**config.mk**
```make
export PLATFORM = sky130hd
export DESIGN_NAME = gcl_ram
export DESIGN_NICKNAME = d
export VERILOG_FILES = /design/src/rtl/gcl_ram.sv
export SDC_FILE = /design/constraint.sdc
export NUM_CORES = 1
export LEC_CHECK = 0
export BUFFER_PORTS_ARGS = -buffer_cell sky130_fd_sc_hd__buf_2
export CAP_MARGIN = 20
export CORE_MARGIN = 2
export CORE_UTILIZATION = 55
export CTS_CLUSTER_SIZE = 8
export DETAILED_ROUTE_END_ITERATION = 12
export PLACE_DENSITY = 0.7
export SYNTH_ARGS = -nofsm -noshare
export SYNTH_HDL_FRONTEND = slang
export SYNTH_SLANG_ARGS = --single-unit
```
**constraint.sdc**
```tcl
create_clock -name clk -period 5.67 [get_ports clk]
set_clock_uncertainty 0.2 [all_clocks]
set_input_delay 0.8505 -clock clk [delete_from_list [all_inputs] [get_ports clk]]
set_output_delay 0.8505 -clock clk [all_outputs]
set_load 0.03 [all_outputs]
```
**src/rtl/gcl_ram.sv**
```systemverilog
`timescale 1ns / 1ps
// ----------------------------------------------------------------------------
// gcl_ram
// Single-port synchronous RAM, one write or read per cycle, registered read.
// ----------------------------------------------------------------------------
module gcl_ram #(
  parameter int unsigned WIDTH = 8,
  parameter int unsigned DEPTH = 16
) (
  input  logic                     clk,
  input  logic                     we,
  input  logic [$clog2(DEPTH)-1:0] addr,
  input  logic [WIDTH-1:0]         wdata,
  output logic [WIDTH-1:0]         rdata
);

  logic [WIDTH-1:0] mem [DEPTH];

  always_ff @(posedge clk) begin
    if (we) begin
      mem[addr] <= wdata;
    end
    rdata <= mem[addr];
  end

endmodule

```
=== Word level (Yosys, flattened, before mapping) ===
Memories as Yosys holds them, arrays and structs flattened. A register that Yosys moved wholly into a read port is not among the register bits.
Index checks and enable logic that the tools add are counted.
W data, S select, Z words.

* Register bits after elaboration: 0
* RAM bits: 128
* Output and inout bits: 8
* Word-level logic and storage cells: 3
* Memories: 1

* Muxes and demuxes: 2

{| class="wikitable"
|+ Memory list
! memory !! words !! width !! rd ports !! clocked after memory_dff !! wr ports !! line !! source
|-
| mem || 16 || 8 || 1 || 1 || 1 || 17 || <nowiki>logic [WIDTH-1:0] mem [DEPTH];</nowiki>
|}

{| class="wikitable"
|+ Operators with widths
! operator !! count
|-
| $mux W1 || 2
|}

=== Logic depth before layout (Yosys ltp) ===
Gate-level depths: netlist of run 1.

* Word-level depth: 2
* Gate-level depth with buffers: 5

=== Least setup slack after synthesis of run 1 ===
OpenSTA, ideal clock, no wires.

* Kind: input-to-reg
* From: input port addr[2]
* To: memory mem[0][0] (enable)
* Library setup time: 0.383 ns
* Arrival: 1.960 ns
* Setup slack: 3.126 ns
* Stages: 2
* Cell sequence: or3b_2 -> nor3_1

{| class="wikitable"
|+ RTL lines
! item !! line !! source
|-
| start: declaration || 12 || <nowiki>input logic [$clog2(DEPTH)-1:0] addr,</nowiki>
|-
| end: declaration || 17 ||
|}

No word-level cell before the write port.

=== Final worst setup path of run 1 ===
* From: input port addr[0]
* To: memory mem[15][0] (enable)

No word-level cell before the write port.

==> run_results.csv, run 1 <==
group,metric,value,unit
floorplan,dieHeight,99.99,um
clock_network,cts.repair.resized,0,
setup_path,critPathMaxFanout,25,
hold_path,worstHoldPathCells,3,
floorplan,die_area,0.009997,mm^2
setup_path,end_kind,"flop",
timing,hold_viol,0,
synth,synth-seq-area-share,79.01,%
clock_network,clk_latency,510,ps
global_routing,grt_overflow_total,0,
clock_network,cts_max_level,4,
run_status,status,"complete, no violations",
run,drv_cap,0,
synth,synthCells,230,
clock_network,hold_buffers,0,
clock_network,cts.sinks,136,
clock_network,tritoncts,"built",
floorplan,pin_count,22,
routing,vias_per_cell,6.054,
setup_path,worstPathArrival,2740,ps
power,powerDensity,394.6,mW/mm^2
layout,layout_common_cells,"128 x edfxtp_1, 32 x mux4_2, 21 x buf_2",
timing,period_needed,2803,ps
power,leakage,1.922,nW
clock_network,clk_pin_slew,60,ps
timing,setup_tns,0,ps
timing,max_freq,0.3568,GHz
layout,diodes,0,
synth,ys_warn_count,0,
synth,ys_ff_latch,136,
layout,final_common_cell,"edfxtp_1",
placed_design,place_congestion,0.7720,
synth,synth.net_count,244,
routing,first_iter_violations,140,
layout,final_layout_size_suffix_gt1_share,32.49,%
clock_network,post-cts-setup-buffer-count,0,
synth,syn_area,0.005067,mm^2
clock_network,numCtsBuffers,17,
floorplan,core,0.009109,mm^2
routing,drc,0,
floorplan,num_rows,35,
routing,vias,2349,
placed_design,io_buffers,21,
hold_path,hp-class,"flop to flop",
timing,timing.final.crit_share,49.43,%
setup_path,reg2regPathDepth,3,
floorplan,die_w,99.99,um
global_routing,grt_max_degree,40,
floorplan,initial_core_util,55.63,%
setup_path,worstSetupStartpointType,"input pin",
setup_path,cp.required,5610,ps
routing,routed_wl,9194,um
global_routing,grt_pass1_wl,14410,um
layout,layout.nets,278,
placed_design,hpwl,5911,um
layout,syn_to_final_growth,16.15,%
global_routing,grt_pass1_vias,2482,
clock_network,clock_path_buffers,2,
timing,rsz0062_at_grt,"no",
timing,relSlewSlack,37.94,%
synth,yosysUniqueCellTypes,18,
synth,synth_area_per_cell,22.03,um^2
clock_network,cts_root_buf,"clkbuf_8",
routing,drtPass1Iterations,4,
power,peakVddDrop,204.6,uV
global_routing,grt_antenna_before_repair,0,
timing,setup_viol,0,
power,finalPower,2.322,mW
global_routing,grtUsageTotal,20.59,%
setup_path,worst-setup-path-type,"input pin to flop",
timing,drv_slew,0,
routing,wl_per_cell,23.70,um
routing,ant_nets,0,
timing,worst_pin_slew,931.0,ps
[per-stage QoR]
stage	setup WS, ps	instances	instance area [um^2]	utilization [%]	hold WS [ps]
after floorplan	3126	230	5067	-	434.9
after global placement	2365	355	5281	57.98	460.6
after detailed placement	2300	356	5289	58.06	468.6
after CTS	2837	388	5886	64.62	484.0
after global routing	2658	388	5886	64.62	526.2
final	2867	388	5886	64.62	481.4
[cells in the mapped netlist (all sizes together)]
cell type / count / area share (%)
and2: 1 / 0.12
nor3: 4 / 0.40
nand3b: 2 / 0.30
mux4: 32 / 14
dfxtp: 8 / 3.2
nor2: 13 / 0.96
edfxtp: 128 / 76
nand3: 1 / 0.099
nand2: 9 / 0.67
nor2b: 2 / 0.25
a22oi: 16 / 2.4
clkbuf: 3 / 0.25
or3b: 1 / 0.17
buf: 8 / 0.94
nand2b: 2 / 0.25
[layer usage]
| layer | vias up | global-route usage, % | part of all wire, % |
|---|---|---|---|
| li1 | 1032 | - | - |
| met1 | 1220 | 27.56 | 42 |
| met2 | 85 | 33.06 | 52 |
| met3 | 12 | 5.501 | 4.5 |
| met4 | 0 | 7.798 | 1.5 |
| met5 | - | 0 | 0 |
[final cells by class]
class	instances	area, um^2
Clock inverter	12	151.4
Timing Repair Buffer	26	142.6
Tap cell	111	138.9
Sequential cell	136	4004
Fill cell	600	3223
Multi-Input combinational cell	83	1003
Clock buffer	20	445.4
[final timing paths]
| path | start | endpoint | slack [ps] |
|---|---|---|---|
| min | mem[13][5] | rdata[5] | 480 |
| max reg2reg | mem[3][3] | rdata[3] | 4100 |
| max | addr[0] | mem[15][0] | 2870 |
| min reg2reg | mem[13][5] | rdata[5] | 480 |
[worst max-delay path, cell delays in order]
cell     delay [ps]
buf_2           620
buf_4           410
nand2_1         200
nor2_1          640
[logic make-up after synthesis]
family                 count (synthesis)  share of synthesized area, %
AO/OA/AOI/OAI                         16                         2.370
multiplexers                          32                         14.22
flip-flops                           136                         79.01
AND/OR/NAND/NOR                       35                         3.210
buffers and inverters                 11                         1.185
[where the power goes]
group,internal (mW),switching (mW)
logic,0.0411,0.0703
registers,1.12,0.00671
clock network,0.690,0.389
total,1.86,0.466
[flip-flops by register name, summed over array words and instances (netlist names)]
| name | cells |
|---|---|
| mem | 128 |
| rdata | 8 |
(Power assumes the default switching activity.)
==> run 2: changes to the inputs <==
- ABC_AREA: unset -> 1
- PLACE_DENSITY: 0.7 -> 0.73
- clock period: 5.67 -> 2.4 ns (I/O delays scaled with it)
==> run 2 against run 1 <==
  * Setup slack got worse by 2000 ps
  * Count of clock-buffer cells in the layout rose by 7
  * Via count rose by 60%
  * Wire length rose by 30%
  * Cell area rose by 8.9%
  * Sequential cell count did not move
  * Synthesized cell count rose by 140%
==> run_results.csv, run 2 <==
group,metric,value,unit
setup_path,cp-startpoint,"rdata[2]",
setup_path,end_kind,"output pin",
global_routing,grt_max_degree,65,
timing,worst_pin_slew,695.5,ps
layout,largest_reg_flops,128,
layout,syn_to_final_growth,14.65,%
timing,drv_slew,0,
layout,final_layout_size_suffix_gt1_share,10.85,%
clock_network,cts_root_buf,"clkbuf_8",
power,powerDensity,826.4,mW/mm^2
setup_path,cp.required,1840,ps
hold_path,hp-class,"input pin to flop",
synth,synth_commonest_cells,"346 x nand2_1, 128 x edfxtp_1, 21 x inv_1",
placed_design,place_congestion,0.8758,
floorplan,pin_count,22,
floorplan,dieHeight,104.8,um
synth,ys_warn_count,0,
routing,vias,3767,
placed_design,hpwl,7340,um
power,netSwitchingFraction,21.37,%
layout,final_cell_count_no_fill,732,
timing,relSlewSlack,53.46,%
synth,synth.most_common_cell,"nand2_1",
placed_design,dp_cells,700,
timing,setup_ws,827.0,ps
layout,layout_common_cells,"346 x nand2_1, 128 x edfxtp_1, 21 x inv_1, 21 x buf_2, 19 x buf_4",
run_status,status,"complete, no violations",
global_routing,grt_pass1_vias,3747,
clock_network,cts.sinks,136,
timing,hold_viol,0,
run,drv_cap,0,
layout,layout.nets,600,
timing,setup_viol,0,
global_routing,grt_use_met2,40.26,%
floorplan,num_rows,36,
layout,final_common_cell,"nand2_1",
setup_path,r2r-start,"mem[5][4]",
global_routing,grt.busiest_layer,"met2",
clock_network,post-cts-setup-buffer-count,0,
setup_path,path_delay_family,"flip-flops",
synth,synth.top_cell.area_share,68.72,%
routing,routed_wl,11990,um
routing,vias_per_cell,5.146,
clock_network,cts_max_level,4,
layout,top_regs,"mem x128, rdata x8",
setup_path,worst-setup-path-type,"flop to output pin",
routing,drc,0,
timing,max_freq,0.6357,GHz
power,pwr-share-seq,50.4,%
setup_path,crit_buf_inv,1,
setup_path,critPathMaxFanout,1,
setup_path,crit_slowest_cell,"dfxtp_1",
synth,synth_largest_area_cell,"edfxtp_1",
timing,timing.final.crit_share,65.54,%
layout,multiInputGateArea,0.001386,mm^2
global_routing,grt_pass1_wl,18930,um
routing,first_iter_violations,284,
clock_network,clk_pin_slew,60,ps
synth,ys_ff_latch,136,
global_routing,grtUsageTotal,23.47,%
power,leakage,2.784,nW
layout,num-fill-cells,776,
setup_path,worstSetupStartpointType,"flop",
synth,synthCells,548,
synth,yosys-top-cells-area,"edfxtp_1 69%, nand2_1 23%, dfxtp_1 2.9%",
hold_path,hp-start,"wdata[3]",
power,intPower,4.167,mW
floorplan,core,0.009819,mm^2
synth,synth_edf_count,128,
global_routing,grt_antenna_before_repair,0,
floorplan,die_area,0.01099,mm^2
global_routing,use_met3,5.178,%
setup_path,path_cells,"buf_2",
clock_network,clock_path_buffers,2,
synth,synth.net_count,562,
setup_path,max_stage_delay,310,ps
clock_network,tritoncts,"built",
synth,syn_area,0.005593,mm^2
synth,yosysUniqueCellTypes,11,
layout,diodes,0,
timing,period_needed,1573,ps
placed_design,io_buffers,21,
synth,synth_area_per_cell,10.21,um^2
power,p_sw,1.133,mW
power,peakVddDrop,486.3,uV
placed_design,dp_slack,446.6,ps
timing,timing.hold.ws,80.13,ps
routing,wl_per_cell,16.38,um
clock_network,cts.repair.resized,0,
timing,rsz0062_at_grt,"no",
routing,drtPass1Iterations,5,
synth,synth-seq-area-share,71.59,%
layout,seq_area,0.004004,mm^2
floorplan,initial_core_util,56.96,%
layout,max_flop_register,"mem",
routing,ant_nets,0,
clock_network,numCtsBuffers,17,
global_routing,met1_usage,29.39,%
power,finalPower,5.299,mW
power,p_comb_share,6.5,%
timing,setup_tns,0,ps
clock_network,clk_latency,520,ps
floorplan,die_w,104.8,um
synth,ys.flop_type,"edfxtp_1",
clock_network,hold_buffers,0,
setup_path,worstPathArrival,1010,ps
power,clock_power_share,43.1,%
synth,async_flop_share,0,%
global_routing,grt_overflow_total,0,
run 2: changes by cell type after synthesis, sizes merged, moves of 3 or more:
cell   previous run  this run
nand2             9       346
mux4             32         0
inv               0        22
a22oi            16         0
buf               8        18
nor2             13        18
nor3              4         0
nand3             1         4
run 2: cells by family (layout without fill, tap and decap cells):
| logic type | Yosys count | in the layout | synth area share [%] |
|---|---|---|---|
| buffers and inverters | 44 | 95 | 3.624 |
| AND/OR/NAND/NOR | 368 | 368 | 24.79 |
| flip-flops | 136 | 136 | 71.59 |
run 2: through the flow:
stage | utilization, % | cell area, um^2
final | 65.30 | 6412
after global placement | 59.99 | 5891
after detailed placement | 59.99 | 5891
after CTS | 65.30 | 6412
after floorplan | - | 5593
after global routing | 65.30 | 6412
run 2: power groups by stage:
stage          Clock, mW  Combinational, mW  Sequential (mW)
2_1_floorplan          0              0.183             2.75
3_3_place_gp           0              0.338             2.72
3_5_place_dp           0              0.342             2.72
4_1_cts             2.30              0.345             2.67
5_1_grt             2.39              0.387             2.68
6_report            2.28              0.346             2.67
run 2: final cells by class:
type                            count  share of cell area [%]
Sequential cell                   136                   62.44
Multi-Input combinational cell    368                   21.62
Timing Repair Buffer               40                   3.863
Tap cell                          133                   2.595
Clock inverter                      5                  0.7805
Inverter                           23                   1.346
Clock buffer                       27                   7.356
run 2: path summary, 6_finish.rpt:
path | endpoint | slack (ps) | cells after the start
max | rdata[2] | 830 | 1
min | mem[4][3] | 80 | 1
max reg2reg | rdata[4] | 1150 | 8
min reg2reg | rdata[5] | 510 | 8
run 2: layer usage:
layer | wire length (um) | up-vias
li1 | - | 1828
met5 | 0 | -
met2 | 6026 | 137
met3 | 765 | 22
met4 | 250 | 0
met1 | 4947 | 1780
==> run 3: changes to the inputs <==
- clock period: 2.4 -> 1.29 ns (I/O delays scaled with it)
==> run 3 against run 2 <==
  * The flow now finishes with violations (negative setup slack)
  * Largest cell class unchanged
  * Critical endpoint unchanged
  * Non-clock buffer count rose by 9
  * Via count shrank 1.1%
  * Global-route usage fell by 0.13 points
==> run_results.csv, run 3 (synthesized netlist as in run 2, its figures left out) <==
group,metric,value,unit
global_routing,grt_max_degree,33,
clock_network,numCtsBuffers,17,
floorplan,die_area,0.01099,mm^2
routing,first_iter_violations,239,
setup_path,reg2reg_slack,90,ps
setup_path,r2r-start,"mem[7][6]",
timing,rsz0062_at_grt,"yes",
routing,routed_wl,11910,um
hold_path,hp-class,"input pin to flop",
setup_path,critPathMaxFanout,1,
clock_network,clock_path_buffers,2,
setup_path,worst-setup-path-type,"flop to output pin",
setup_path,crit_slowest_cell,"dfxtp_2",
global_routing,grt_pass1_wl,19040,um
power,leakage,2.862,nW
layout,largest_reg_flops,128,
timing,setup_viol,8,
setup_path,cp.required,900,ps
setup_path,crit_buf_inv,1,
timing,drv_slew,0,
routing,vias_per_cell,5.030,
floorplan,initial_core_util,56.96,%
run,drv_cap,0,
layout,syn_to_final_growth,22.28,%
setup_path,reg2regPathDepth,8,
timing,max_freq,0.7223,GHz
floorplan,dieHeight,104.8,um
setup_path,cp-startpoint,"rdata[2]",
clock_network,cts_max_level,4,
placed_design,hpwl,7423,um
timing,worst_pin_slew,385.3,ps
clock_network,clk_latency,530,ps
setup_path,crit_end,"rdata[2]",
setup_path,max_stage_delay,340,ps
layout,final_layout_size_suffix_gt1_share,17.27,%
timing,setup_ws,-94.44,ps
layout,diodes,0,
clock_network,cts_root_buf,"clkbuf_8",
floorplan,die_w,104.8,um
layout,layout_common_cells,"346 x nand2_1, 128 x edfxtp_1, 19 x inv_1",
routing,vias,3727,
global_routing,grt_pass1_vias,3679,
setup_path,r2r-end,"rdata[6]",
power,powerDensity,1515,mW/mm^2
setup_path,worstPathArrival,990,ps
placed_design,io_buffers,21,
run_status,status,"finished, violations left",
global_routing,grt_antenna_before_repair,0,
clock_network,clk_pin_slew,60,ps
routing,wl_per_cell,16.08,um
layout,layout.nets,609,
routing,ant_nets,0,
timing,relSlewSlack,74.31,%
clock_network,tritoncts,"built",
timing,period_needed,1384,ps
floorplan,pin_count,22,
global_routing,grt_overflow_total,0,
layout,final_common_cell,"nand2_1",
timing,timing.final.crit_share,107.3,%
setup_path,cp.depth,1,
timing,timing.hold.ws,44.97,ps
power,peakVddDrop,1040,uV
power,finalPower,10.36,mW
setup_path,worstSetupStartpointType,"flop",
setup_path,path_cells,"buf_6",
run_status,violations,"negative setup slack",
timing,setup_tns,-610.0,ps
routing,drc,0,
routing,drtPass1Iterations,5,
clock_network,cts.sinks,136,
floorplan,num_rows,36,
timing,hold_viol,0,
setup_path,end_kind,"output pin",
floorplan,core,0.009819,mm^2
global_routing,grtUsageTotal,23.34,%
placed_design,place_congestion,0.8209,
layout,max_flop_register,"mem",
setup_path,path_delay_family,"flip-flops",
layout,top_regs,"mem x128, rdata x8",
-- run 3: how the worst min path moves through the flow --
stage | start | to | slack (ps) | cells past startpoint
CTS | addr[2] | mem[15][0] | 40 | 4
global placement | rdata[0] | rdata[0] | 430 | 1
finish | addr[2] | mem[15][0] | 40 | 4
global route | we | mem[1][4] | 70 | 3
detailed placement | rdata[0] | rdata[0] | 430 | 1
floorplan | wdata[0] | mem[0][0] | 90 | 0
-- run 3: metrics by stage --
stage / area, um^2 / instances / util (%) / setup WS, ps
final: 6839 / 741 / 69.65 / -94.44
after floorplan: 5863 / 548 / - / -54.55
after global placement: 6133 / 701 / 62.46 / -259.6
after global routing: 6839 / 741 / 69.65 / -116.8
after detailed placement: 6133 / 701 / 62.46 / -268.3
after CTS: 6839 / 741 / 69.65 / -101.1
-- run 3: metal layers --
| metal | vias to the layer above | global-route usage (%) | part of all wire, % |
|---|---|---|---|
| met2 | 102 | 39.66 | 52 |
| met5 | - | 0 | 0 |
| met1 | 1761 | 30.13 | 42 |
| met4 | 0 | 7.905 | 1.6 |
| li1 | 1848 | - | - |
| met3 | 16 | 4.679 | 4.6 |
-- run 3: what timing repair did --
item	4_1_cts	5_1_grt
endpoints found under the hold margin	128	0
buffers inserted	0	0
endpoints found under the setup margin	8	8
hold buffers	8	0
gates resized for setup	24	0
-- run 3: tightest hold or removal path, cell delays in order --
cell and delay [ps]:
buf_2 120, nand2_1 80, buf_4 140, nor2_4 60
-- run 3: power breakdown --
| group | internal (mW) | total (mW) | switching, mW | leakage [nW] |
|---|---|---|---|---|
| clock network | 2.76 | 4.60 | 1.84 | 0.266 |
| registers | 4.95 | 4.98 | 0.0364 | 1.22 |
| logic | 0.256 | 0.782 | 0.525 | 1.37 |
| total | 7.96 | 10.4 | 2.40 | 2.86 |
-- run 3: cell type report --
class | instances | area, um^2
Clock buffer | 18 | 417.9
Clock inverter | 14 | 147.6
Fill cell | 704 | 2980
Inverter | 23 | 111.4
Multi-Input combinational cell | 368 | 1572
Sequential cell | 136 | 4014
Tap cell | 133 | 166.4
Timing Repair Buffer | 49 | 410.4
